[config.mk]
export PLATFORM = sky130hd
export DESIGN_NAME = stepper_ramp_period_flat
export DESIGN_NICKNAME = d
export VERILOG_FILES = /design/src/hdl/srp_pkg.sv /design/src/hdl/srp_cfg_if.sv /design/src/hdl/srp_pulse_if.sv /design/src/hdl/srp_period_if.sv /design/src/hdl/stepper_ramp_period.sv /design/src/flat_wrapper.sv
export SDC_FILE = /design/constraint.sdc
export NUM_CORES = 1
export LEC_CHECK = 0
export CORE_MARGIN = 3
export CORE_UTILIZATION = 40
export CTS_CLUSTER_SIZE = 10
export DETAILED_ROUTE_END_ITERATION = 12
export DONT_BUFFER_PORTS = 1
export PLACE_DENSITY = 0.63
export SYNTH_ARGS = -nofsm -noshare
export SYNTH_HDL_FRONTEND = slang
export SYNTH_SLANG_ARGS = --single-unit
[constraint.sdc]
create_clock -name clk -period 4.71 [get_ports clk]
set_input_delay 0.2355 -clock clk [delete_from_list [all_inputs] [get_ports clk]]
set_output_delay 0.2355 -clock clk [all_outputs]
set_load 0.01 [all_outputs]
[src/hdl/srp_pkg.sv]
package srp_pkg;

  localparam int unsigned PeriodW = 16;
  localparam int unsigned ShiftW  = 4;
  localparam int unsigned IndexW  = 3;

  typedef logic [PeriodW-1:0] word_t;
  typedef logic [ShiftW-1:0]  shift_t;
  typedef logic [IndexW-1:0]  index_t;

  // register map
  typedef enum logic [IndexW-1:0] {
    REG_MOVE_PULSES    = 3'd0,
    REG_TARGET_PERIOD  = 3'd1,
    REG_INITIAL_PERIOD = 3'd2,
    REG_MIN_PERIOD     = 3'd3,
    REG_MAX_PERIOD     = 3'd4
  } reg_index_t;

  localparam word_t MovePulsesRst    = 16'd0;
  localparam word_t TargetPeriodRst  = 16'd0;
  localparam word_t InitialPeriodRst = 16'd0;
  localparam word_t MinPeriodRst     = 16'd1;
  localparam word_t MaxPeriodRst     = 16'hFFFF;

  // median of three, well defined for lo > hi
  function automatic word_t median3(word_t a, word_t b, word_t c);
    word_t lo;
    word_t hi;
    lo = (a < b) ? a : b;
    hi = (a < b) ? b : a;
    if (c <= lo) begin
      return lo;
    end else if (c >= hi) begin
      return hi;
    end
    return c;
  endfunction

endpackage

[src/hdl/srp_cfg_if.sv]
interface srp_cfg_if;
  logic             valid;
  logic             ready;
  srp_pkg::index_t  index;
  srp_pkg::word_t   data;

  modport source (output valid, output index, output data, input ready);
  modport sink (input valid, input index, input data, output ready);
endinterface

[src/hdl/srp_pulse_if.sv]
interface srp_pulse_if;
  logic            valid;
  logic            ready;
  srp_pkg::word_t  pulse_count;

  modport source (output valid, output pulse_count, input ready);
  modport sink (input valid, input pulse_count, output ready);
endinterface

[src/hdl/srp_period_if.sv]
interface srp_period_if;
  logic            valid;
  logic            ready;
  srp_pkg::word_t  step_period;
  logic            param_fault;

  modport source (output valid, output step_period, output param_fault, input ready);
  modport sink (input valid, input step_period, input param_fault, output ready);
endinterface

[src/hdl/stepper_ramp_period.sv]
// channel  | dir | payload                          | handshake
// ---------+-----+----------------------------------+-------------
// cfg      | in  | index (3b), data (16b)           | valid/ready
// pulse    | in  | pulse_count (16b)                | valid/ready
// period   | out | step_period (16b), param_fault   | valid/ready
//
// One word per cycle while period is ready; four register stages (halving
// count, shift select, shift, clamp), so a word accepted on pulse passes
// through s1, s2, s3 and the output register before it is offered on period.
// cfg is always ready; registers take their listed reset values on rst.
// Each stage holds its word while the stage after it is full and stalled,
// so bubbles close up and nothing is dropped or repeated.
module stepper_ramp_period (
  input  logic               clk,
  input  logic               rst,
  srp_cfg_if.sink            cfg,
  srp_pulse_if.sink          pulse,
  srp_period_if.source       period
);
  import srp_pkg::*;

  typedef struct packed {
    word_t  cnt;
    shift_t pw;
    logic   fault;
  } s1_t;

  typedef struct packed {
    logic   use_target;
    shift_t sh;
    logic   fault;
  } s2_t;

  typedef struct packed {
    word_t  pre;
    logic   fault;
  } s3_t;

  word_t move_pulses;
  word_t target_period;
  word_t initial_period;
  word_t min_period;
  word_t max_period;

  // configuration registers
  assign cfg.ready = 1'b1;

  always_ff @(posedge clk) begin
    if (rst) begin
      move_pulses    <= MovePulsesRst;
      target_period  <= TargetPeriodRst;
      initial_period <= InitialPeriodRst;
      min_period     <= MinPeriodRst;
      max_period     <= MaxPeriodRst;
    end else if (cfg.valid) begin
      unique case (cfg.index)
        REG_MOVE_PULSES:    move_pulses    <= cfg.data;
        REG_TARGET_PERIOD:  target_period  <= cfg.data;
        REG_INITIAL_PERIOD: initial_period <= cfg.data;
        REG_MIN_PERIOD:     min_period     <= cfg.data;
        REG_MAX_PERIOD:     max_period     <= cfg.data;
        default: ;
      endcase
    end
  end

  // stage valids and ready chain
  logic s1_valid, s2_valid, s3_valid;
  logic s1_ready, s2_ready, s3_ready, out_ready;
  s1_t  s1, s1_next;
  s2_t  s2, s2_next;
  s3_t  s3, s3_next;
  word_t out_period;
  logic  out_fault;
  logic  out_valid;

  assign out_ready   = !out_valid || period.ready;
  assign s3_ready    = !s3_valid || out_ready;
  assign s2_ready    = !s2_valid || s3_ready;
  assign s1_ready    = !s1_valid || s2_ready;
  assign pulse.ready = s1_ready;

  // halving count: largest k with target << k <= initial, zero if none
  logic [2*PeriodW-1:0] tgt_wide;
  shift_t               pw_next;

  always_comb begin
    tgt_wide = {{PeriodW{1'b0}}, target_period};
    pw_next  = '0;
    for (int k = 0; k < (1 << ShiftW); k++) begin
      if ((tgt_wide << k) <= {{PeriodW{1'b0}}, initial_period}) begin
        pw_next = shift_t'(k);
      end
    end
    s1_next.cnt   = pulse.pulse_count;
    s1_next.pw    = pw_next;
    s1_next.fault = (move_pulses <= word_t'(1))
                    || (target_period < min_period) || (target_period > max_period)
                    || (initial_period < min_period) || (initial_period > max_period);
  end

  // ramp phase and shift select
  word_t half;
  word_t rem;

  always_comb begin
    half       = move_pulses >> 1;
    rem        = move_pulses - s1.cnt;
    s2_next.fault      = s1.fault;
    s2_next.use_target = 1'b1;
    s2_next.sh         = '0;
    if (!s1.fault) begin
      if (s1.cnt <= half) begin
        if (s1.cnt <= {{(PeriodW-ShiftW){1'b0}}, s1.pw}) begin
          s2_next.use_target = 1'b0;
          s2_next.sh         = s1.cnt[ShiftW-1:0];
        end
      end else if (s1.cnt <= move_pulses) begin
        if (rem <= {{(PeriodW-ShiftW){1'b0}}, s1.pw}) begin
          s2_next.use_target = 1'b0;
          s2_next.sh         = rem[ShiftW-1:0];
        end
      end
    end
  end

  // shifted or cruise period
  always_comb begin
    s3_next.fault = s2.fault;
    s3_next.pre   = s2.use_target ? target_period : (initial_period >> s2.sh);
  end

  // pipeline registers
  always_ff @(posedge clk) begin
    if (rst) begin
      s1_valid  <= 1'b0;
      s2_valid  <= 1'b0;
      s3_valid  <= 1'b0;
      out_valid <= 1'b0;
    end else begin
      if (s1_ready) begin
        s1_valid <= pulse.valid;
      end
      if (s2_ready) begin
        s2_valid <= s1_valid;
      end
      if (s3_ready) begin
        s3_valid <= s2_valid;
      end
      if (out_ready) begin
        out_valid <= s3_valid;
      end
    end
  end

  always_ff @(posedge clk) begin
    if (s1_ready && pulse.valid) begin
      s1 <= s1_next;
    end
    if (s2_ready && s1_valid) begin
      s2 <= s2_next;
    end
    if (s3_ready && s2_valid) begin
      s3 <= s3_next;
    end
    if (out_ready && s3_valid) begin
      out_period <= median3(s3.pre, min_period, max_period);
      out_fault  <= s3.fault;
    end
  end

  // output word
  assign period.valid       = out_valid;
  assign period.step_period = out_period;
  assign period.param_fault = out_fault;

endmodule
[src/flat_wrapper.sv]
// flat-port wrapper written by rule: the top's interface ports become plain ports
module stepper_ramp_period_flat import srp_pkg::*;
  (clk, rst, cfg_valid, cfg_index, cfg_data, cfg_ready, pulse_valid, pulse_pulse_count, pulse_ready, period_valid, period_step_period, period_param_fault, period_ready);
  srp_cfg_if cfg_i ();
  srp_pulse_if pulse_i ();
  srp_period_if period_i ();
  input  logic clk;
  input  logic rst;
  input wire logic [$bits(cfg_i.valid)-1:0] cfg_valid;
  input wire logic [$bits(cfg_i.index)-1:0] cfg_index;
  input wire logic [$bits(cfg_i.data)-1:0] cfg_data;
  output wire logic [$bits(cfg_i.ready)-1:0] cfg_ready;
  input wire logic [$bits(pulse_i.valid)-1:0] pulse_valid;
  input wire logic [$bits(pulse_i.pulse_count)-1:0] pulse_pulse_count;
  output wire logic [$bits(pulse_i.ready)-1:0] pulse_ready;
  output wire logic [$bits(period_i.valid)-1:0] period_valid;
  output wire logic [$bits(period_i.step_period)-1:0] period_step_period;
  output wire logic [$bits(period_i.param_fault)-1:0] period_param_fault;
  input wire logic [$bits(period_i.ready)-1:0] period_ready;
  assign cfg_i.valid = cfg_valid;
  assign cfg_i.index = cfg_index;
  assign cfg_i.data = cfg_data;
  assign cfg_ready = cfg_i.ready;
  assign pulse_i.valid = pulse_valid;
  assign pulse_i.pulse_count = pulse_pulse_count;
  assign pulse_ready = pulse_i.ready;
  assign period_valid = period_i.valid;
  assign period_step_period = period_i.step_period;
  assign period_param_fault = period_i.param_fault;
  assign period_i.ready = period_ready;
  stepper_ramp_period u_core (.clk(clk), .rst(rst), .cfg(cfg_i), .pulse(pulse_i), .period(period_i));
endmodule
Word level (Yosys, flattened, before mapping)
Index checks and enable logic that the tools add are counted.
{"block": "classes", "add_sub_neg": 1, "order_cmp": 27, "eq_ne": 4, "shifts": 1, "muxes": 27, "reduce_logical": 25}
{"cell": "two-way mux 16 bit", "n": 6}
{"cell": "less-than comparator 16 bit", "n": 3}
{"cell": "> comparator 16 bit", "n": 2}
{"cell": "less-or-equal comparator 16 bit", "n": 2}
{"cell": "less-or-equal comparator 16 x 4 -> 1 bit", "n": 2}
{"cell": "less-or-equal comparator 31 x 16 -> 1 bit", "n": 1}
{"cell": "less-or-equal comparator 30 x 16 -> 1 bit", "n": 1}
{"cell": "less-or-equal comparator 29 x 16 -> 1 bit", "n": 1}
{"cell": "less-or-equal comparator 28 x 16 -> 1 bit", "n": 1}
{"cell": "less-or-equal comparator 27 x 16 -> 1 bit", "n": 1}
{"cell": "less-or-equal comparator 26 x 16 -> 1 bit", "n": 1}
{"cell": "less-or-equal comparator 25 x 16 -> 1 bit", "n": 1}
{"cell": "less-or-equal comparator 24 x 16 -> 1 bit", "n": 1}
{"cell": "two-way mux 3 bit", "n": 8}
{"cell": "less-or-equal comparator 23 x 16 -> 1 bit", "n": 1}
{"cell": "less-or-equal comparator 22 x 16 -> 1 bit", "n": 1}
{"cell": "less-or-equal comparator 21 x 16 -> 1 bit", "n": 1}
{"cell": "less-or-equal comparator 20 x 16 -> 1 bit", "n": 1}
{"cell": "two-way mux 5 bit", "n": 4}
{"cell": "less-or-equal comparator 19 x 16 -> 1 bit", "n": 1}
{"cell": "less-or-equal comparator 18 x 16 -> 1 bit", "n": 1}
{"cell": "less-or-equal comparator 17 x 16 -> 1 bit", "n": 1}
{"cell": ">= comparator 16 bit", "n": 1}
{"cell": "less-or-equal comparator 16 x 1 -> 1 bit (second input constant)", "n": 1}
{"cell": "other kinds (16)", "n": 41}
{"block": "totals", "ff_bits": 145, "inputBits": 40, "elab_cells": 107}

Depth between registers and ports, before layout
Gate-level depths: netlist of run 1.
{"block": "logic_depth", "ltp_word": 15, "ltp_mapped": 21, "ltp_nobuf": 18}

Worst setup path before layout of run 1
OpenSTA, ideal clock, no wires.
{"block": "synth_timing", "kind": "reg2reg", "from": "reg u_core.s3[14] (netlist name)", "to": "reg u_core.out_period[10] (netlist: u_core.period.step_period[10]), data pin", "setup_ns": 0.148, "arrival_time_ns": 4.012, "t_required_ns": 4.562, "path_slack_ns": 0.550, "stages_incl_launch_ff": 19, "path_buffers": 1, "synth_period_minus_slack_ns": 4.160, "path_cell_list": "edfxtp_1 -> ha_1 -> a21o_1 -> a21o_1 -> a221oi_2 -> o21ai_1 -> a31oi_4 -> mux2_2 -> ha_1 -> nand2b_1 -> a21o_1 -> a21oi_1 -> nor2b_1 -> o211ai_1 -> a21oi_1 -> o211ai_2 -> buf_2 -> mux2_2 -> mux2i_1"}
{"block": "synth_between", "elab_chain_cells": 7, "elab_cells_between_ends": 11, "cone_classes": "3 x order compare; 8 x mux"}
{"element": "start, declared", "line_no": "stepper_ramp_period.sv:72", "rtl": "s3_t s3, s3_next;"}
{"element": "start signal, assigned", "line_no": "stepper_ramp_period.sv:164", "rtl": "s3 <= s3_next;"}
{"element": "less-than comparator 16 bit", "line_no": "srp_pkg.sv:30, srp_pkg.sv:31"}
{"element": "two-way mux 16 bit", "line_no": "srp_pkg.sv:31", "rtl": "hi = (a < b) ? b : a;"}
{"element": ">= comparator 16 bit", "line_no": "srp_pkg.sv:34", "rtl": "end else if (c >= hi) begin"}
{"element": "two-way mux 1 bit", "line_no": "srp_pkg.sv:34"}
{"element": "two-way mux 1 bit", "line_no": "srp_pkg.sv:32", "rtl": "if (c <= lo) begin"}
{"element": "two-way mux 1 bit", "line_no": "stepper_ramp_period.sv:166", "rtl": "if (out_ready && s3_valid) begin"}
{"element": "two-way mux 16 bit *", "line_no": "srp_pkg.sv:37", "rtl": "return c;"}
{"element": "end signal, assigned", "line_no": "stepper_ramp_period.sv:167", "rtl": "out_period <= median3(s3.pre, min_period, max_period);"}
{"element": "end, declared", "line_no": "stepper_ramp_period.sv:73", "rtl": "word_t out_period;"}
Every way passes the cells marked *; elsewhere a longest branch is shown, timed or not. The select of a mux whose other input is x is not followed.
A chain may end at the register's enable or synchronous reset.

Worst setup path in the final report of run 1
{"block": "layout_timing", "from": "reg u_core.min_period[13]", "to": "reg u_core.out_period[4] (netlist: u_core.period.step_period[4]), data pin"}
{"block": "layout_between", "elab_chain_cells": 7, "elab_cells_between_ends": 11, "cone_classes": "3 x order compare; 8 x mux"}
{"element": "start, declared", "line_no": "stepper_ramp_period.sv:42", "rtl": "word_t min_period;"}
{"element": "start signal, assigned", "line_no": "stepper_ramp_period.sv:53", "rtl": "min_period <= MinPeriodRst;"}
{"element": "start signal, assigned", "line_no": "stepper_ramp_period.sv:60", "rtl": "REG_MIN_PERIOD: min_period <= cfg.data;"}
{"element": "less-than comparator 16 bit", "line_no": "srp_pkg.sv:30, srp_pkg.sv:31"}
{"element": "two-way mux 16 bit", "line_no": "srp_pkg.sv:31"}
{"element": ">= comparator 16 bit", "line_no": "srp_pkg.sv:34"}
{"element": "two-way mux 1 bit", "line_no": "srp_pkg.sv:34"}
{"element": "two-way mux 1 bit", "line_no": "srp_pkg.sv:32"}
{"element": "two-way mux 1 bit", "line_no": "stepper_ramp_period.sv:166"}
{"element": "two-way mux 16 bit *", "line_no": "srp_pkg.sv:37"}
Marked as above.

==> results of run 1 <==
-- flip-flops by register name (all words and copies together), names as in the netlist, 16 cells and up --
name,flops
u_core.target_period,16
u_core.min_period,16
u_core.period.step_period,16
u_core.initial_period,16
u_core.s3,17
u_core.s1,21
u_core.move_pulses,16
u_core.max_period,16
-- worst max-delay path, cell delays in order (launching register included) --
cell	delay, ns
dfxtp_1	0.37
inv_1	0.10
ha_1	0.30
a21o_1	0.19
a21o_1	0.20
a221oi_2	0.22
o21ai_1	0.15
a31oi_4	0.21
buf_12	0.26
mux2i_1	0.35
ha_1	0.32
a2111oi_1	0.44
a21oi_1	0.16
o211ai_2	0.20
buf_4	0.28
mux2_2	0.37
mux2i_1	0.15
-- power groups by stage --
stage	clock, mW	combinational (mW)	sequential [mW]
after detailed placement	0	0.683	1.45
after global routing	1.41	0.839	1.42
final	1.34	0.751	1.42
after global placement	0	0.661	1.45
after CTS	1.35	0.741	1.42
after floorplan	0	0.540	1.42
-- per-stage QoR --
stage               worst slack, ns  area, um^2
floorplan                     0.550       13100
global placement              0.519       13600
detailed placement            0.391       13600
CTS                           0.344       14600
global route                0.00505       14600
finish                        0.273       14600
-- final timing paths --
check                                          start                                endpoint  slack, ns  depth (start not counted)
hold reg to reg               u_core.s2[0]$_DFFE_PP_                  u_core.s3[0]$_DFFE_PP_       0.42                          0
setup reg to reg  u_core.min_period[13]$_SDFFE_PP0P_  u_core.period.step_period[4]$_DFFE_PP_       0.27                         16
setup / recovery  u_core.min_period[13]$_SDFFE_PP0P_  u_core.period.step_period[4]$_DFFE_PP_       0.27                         16
hold / removal                          period_ready        u_core.period.valid$_SDFFE_PP0P_       0.03                          3
-- synthesized netlist by cell type, drive strengths merged (25+ instances only) --
master and n:
ha 268, nand2 216, a21oi 159, inv 99
dfxtp 84, o21ai 64, mux2i 63, edfxtp 61
a21o 58, nor2 51, nand4 45, clkbuf 35
nor3 28, mux2 25
-- layout make-up --
class,count,area [um^2]
Clock buffer,17,425
Clock inverter,15,143
Fill cell,3087,17400
Inverter,99,372
Multi-Input combinational cell,1215,9040
Sequential cell,145,3510
Tap cell,435,544
Timing Repair Buffer,53,515
-- kinds of logic (layout without fill, tap and decap cells) --
family,count (synthesis),in the layout,share of synthesized area
other cells,1,1,0.000285
fa+ha+maj,269,269,0.257
buf+inv,144,184,0.0447
simple gates,464,464,0.171
mux,90,90,0.0729
xor+xnor,3,3,0.00200
flops,145,145,0.267
compound gates,388,388,0.185
-- metal layers --
layer,share of wire,global-route usage,vias to the layer above
li1,-,-,5637
met1,0.46,0.302,5546
met2,0.45,0.363,342
met3,0.067,0.0472,82
met4,0.029,0.0808,2
met5,0.00017,0,-
-- what timing repair did --
action / in CTS / in global routing
hold buffers: 35 / 0
endpoints found under the setup margin: 0 / 15
hold endpoints to repair: 100 / 0
resized for setup: 0 / 1
==> results.cfg, run 1 <==
[sta]
fin_crit_ns = 4.44
hold_viol = 0
setup_violations = 0
drv_slew = 0
skew_ns = 0.0171
max_slew_margin = 0.231
fin_setup_tns_ns = 0
worstMarginPinSlew_ns = 1.15
holdWs_ns = 0.0256
fmax_mhz = 225
grt_setup_unrepaired = false
fin_crit_sh = 0.942

[detailed_routing]
vias = 11600
drc = 0
routedWlPerCell_um = 20.3
viasPerCell = 5.87
routed_wl_um = 40200
first_pass_iters = 5
ant_nets = 0
drt_iter0_markers = 923

[die]
fp.coreArea_um2 = 32000
pin_count = 60
die_x_um = 187
die_area_um2 = 35000
initial_core_util = 0.411
die_h_um = 187
row_count = 65

[cells_and_area]
area_delta_synth_final_pct = 10.8
final_cell_mix = ha_1, nand2_1, a21oi_1
nNetsFinal = 1840
final_core_util = 0.455
n_antenna_cell = 0
fin_cells = 1979
drive_gt1_frac = 0.0622
mostFrequentLayoutCell = ha_1

[clocking]
clk_pin_slew_worst_paths_ns = 0.07
post-cts-setup-buffers = 0
cts_buffers = 17
cts_tree = built
h-tree-depth = 4
clockBufferDepth = 2
insertion_delay_ns = 0.45
cts_root_buffer = clkbuf_16
cts.sinks = 145

[pwr]
powerDensity_nw_per_um2 = 241
seqPwrFrac = 0.405
clkPwrFrac = 0.381
finalPower_mw = 3.51
vdd_drop_max_v = 0.000261
switching_share = 0.320
p_leak_nw = 6.51
internal_power_mw = 2.39
switching_power_mw = 1.12
pwr-share-comb = 0.214

[synth]
synth.distinct_cells = 70
synth_edf_count = 61
syn_inst = 1504
yosys_warnings = 0
synthFlopType = dfxtp_1
async_flop_share = 0
synth_area_leaders = ha_1, edfxtp_1, dfxtp_1, nand2_1, a21oi_1
syn_avg_cell_area_um2 = 8.73
syn_area_um2 = 13100
synth_top_area_frac = 0.255
yosysSeqAreaShare = 0.267
synth_area_leader_cell = ha_1
ys_ff_latch = 145
synth_nets = 1813

[run]
maxCapViolations = 0

[grt]
antenna_found_initial = 2
grt_pass1_wl_um = 62800
overflow = 0
grt_max_degree = 85
grt_use_total = 0.226
grt_pass1_vias = 11400

[min_path]
hold_class = in2reg

[place]
io_buffer_count = 0
hpwl_um = 30200
dp_cells = 1912
place_congestion = 0.945

[setup_path]
arrival_ns = 4.72
crit_required_ns = 5.00
critPathKind = reg2reg
crit_path_max_fanout = 31
cp-end-kind = flop
startpoint_type = flop

[run_status]
status = complete, no violations
(Power assumes the default switching activity.)
==> run 2: changes to the inputs <==
CTS_BUF_LIST = sky130_fd_sc_hd__clkbuf_2 sky130_fd_sc_hd__clkbuf_4 sky130_fd_sc_hd__clkbuf_8   (was default)
==> run 2 against run 1 <==
Effect of this change:
- die area stayed put
- total power shrank 10%
- non-clock buffer count rose by 1
- maximum frequency is 1.4% higher
- first-iteration DRC count up 3.8%
- hold slack improved by 0.087 ns
- clock skew up 0.012 ns
- via count is essentially flat
- setup slack improved by 0.060 ns
- count of clock-buffer cells in the layout stayed put
- critical path type unchanged
- largest cell class unchanged
- largest power group unchanged
==> results.cfg, run 2 (synthesis results as in run 1) <==
[grt]
grt.busiest_layer = met2
met3_usage = 0.0429
grt_max_degree = 85
met2_usage = 0.363
grt_use_total = 0.226
grt_pass1_wl_um = 62800
grt_pass1_vias = 11300
grtUsageMet1 = 0.305
overflow = 0
antenna_found_initial = 1

[cells_and_area]
regArea_um2 = 3510
drive_gt1_frac = 0.0634
reg.largest.list = u_core.s1 x21, u_core.s3 x17
regMostFlops = u_core.s1
area_delta_synth_final_pct = 9.52
final_cell_mix = ha_1, nand2_1, a21oi_1
fillers = 3105
final_core_util = 0.450
nNetsFinal = 1841
n_antenna_cell = 0
largest_reg_flops = 21
multiInputGateArea_um2 = 9050
mostFrequentLayoutCell = ha_1

[sta]
fmax_mhz = 228
fin_crit_ns = 4.38
skew_ns = 0.0286
fin_crit_sh = 0.929
drv_slew = 0
fin_setup_tns_ns = 0
max_slew_margin = 0.251
grt_setup_unrepaired = false
worstMarginPinSlew_ns = 1.12
setup_violations = 0
hold_viol = 0

[die]
die_h_um = 187
fp.coreArea_um2 = 32000
die_area_um2 = 35000
initial_core_util = 0.411
die_x_um = 187
pin_count = 60
row_count = 65

[detailed_routing]
viasPerCell = 5.86
first_pass_iters = 6
drc = 0
routedWlPerCell_um = 20.3
vias = 11600
routed_wl_um = 40200
ant_nets = 0
drt_iter0_markers = 958

[min_path]
hold_class = in2reg
whs_path_depth = 2
whs_endpoint = u_core.min_period[14]$_SDFFE_PP0P_
worstHoldStart = rst

[setup_path]
r2r_cells = 19
crit_chain = inv_1 -> ha_1 -> o21ai_0 -> a211oi_2 -> a221oi_2 -> o21ai_1 -> a31oi_4 -> buf_12 -> mux2i_1 -> ha_1 -> a21o_1 -> a21oi_1 -> nor2b_1 -> o211ai_1 -> a21oi_1 -> o211ai_2 -> buf_6 -> mux2_2 -> mux2i_1
cp-end-kind = flop
critPathKind = reg2reg
timing.rr.start = u_core.min_period[6]$_SDFFE_PP0P_
startpoint_type = flop
crit_path_max_fanout = 31
r2r-end = u_core.period.step_period[5]$_DFFE_PP_
crit_slowest_cell = dfxtp_1
rrSetupSlack_ns = 0.33
crit_required_ns = 5.03
arrival_ns = 4.70
max_stage_delay_ns = 0.38

[place]
io_buffer_count = 0
place_congestion = 0.945
hpwl_um = 30200

[clocking]
clk_pin_slew_worst_paths_ns = 0.09
post-cts-setup-buffers = 0
cts_tree = built
clockBufferDepth = 2
insertion_delay_ns = 0.50
h-tree-depth = 4
cts_root_buffer = clkbuf_8
cts.sinks = 145
cts_buffers = 17

[pwr]
vdd_drop_max_v = 0.000179
powerDensity_nw_per_um2 = 219
p_leak_nw = 6.43

[run_status]
status = complete, no violations

[run]
maxCapViolations = 0
[run 2: cell count changes in the layout (fill, tap and decap cells not counted), sizes merged]
cell | before | now
dlygate4sd3 | 34 | 35
[run 2: layer usage]
| layer | vias to the layer above | wire, um |
|---|---|---|
| met4 | 2 | 1200 |
| met1 | 5541 | 18700 |
| met5 | - | 7 |
| met3 | 85 | 2370 |
| li1 | 5650 | - |
| met2 | 328 | 18000 |
[run 2: how the worst max path moves through the flow]
stage	from	depth (start not counted)	slack [ns]	to
floorplan	u_core.s3[14]$_DFFE_PP_	18	0.55	u_core.period.step_period[10]$_DFFE_PP_
global placement	u_core.min_period[6]$_SDFFE_PP0P_	16	0.52	u_core.period.step_period[2]$_DFFE_PP_
detailed placement	u_core.min_period[6]$_SDFFE_PP0P_	19	0.39	u_core.period.step_period[15]$_DFFE_PP_
CTS	u_core.min_period[6]$_SDFFE_PP0P_	17	0.33	u_core.period.step_period[5]$_DFFE_PP_
global route	u_core.min_period[6]$_SDFFE_PP0P_	19	0.02	u_core.period.step_period[5]$_DFFE_PP_
finish	u_core.min_period[6]$_SDFFE_PP0P_	19	0.33	u_core.period.step_period[5]$_DFFE_PP_
[run 2: report_power, final]
group	switching (mW)	leakage, nW	internal (mW)	total (mW)
clock network	0.585	0.188	0.390	0.975
logic	0.426	5.02	0.328	0.755
registers	0.0604	1.23	1.36	1.42
[run 2: final cells by class]
class,instances,share of cell area
Clock inverter,15,0.00992
Timing Repair Buffer,54,0.0368
Clock buffer,17,0.0163
Sequential cell,145,0.244
Multi-Input combinational cell,1215,0.629
Tap cell,435,0.0378
Inverter,99,0.0258
[run 2: timing repair]
action | in CTS | in global routing
hold buffers | 36 | 0
endpoints found under the hold margin | 100 | 0
gates resized for setup | 0 | 4
setup endpoints to repair | 0 | 15
[run 2: worst max-delay path, delay by kind of cell, from the launching register on]
kind / cells / cell delay [ns]
AND/OR/NAND/NOR: 1 / 0.06
buffers and inverters: 3 / 0.58
adder cells (fa/ha/maj): 2 / 0.54
multiplexers: 3 / 0.85
flip-flops: 1 / 0.38
AO/OA/AOI/OAI: 10 / 1.78
[run 2: per-stage QoR]
step | hold slack (ns) | cell area [um^2] | std cells | power (mW) | worst slack (ns)
after floorplan | 0.334 | 13100 | 1504 | 1.96 | 0.550
after global placement | 0.313 | 13600 | 1912 | 2.11 | 0.519
after detailed placement | 0.314 | 13600 | 1912 | 2.13 | 0.391
after CTS | 0.110 | 14400 | 1980 | 3.15 | 0.331
after global routing | 0.126 | 14400 | 1980 | 3.31 | 0.0247
final | 0.112 | 14400 | 1980 | 3.15 | 0.333
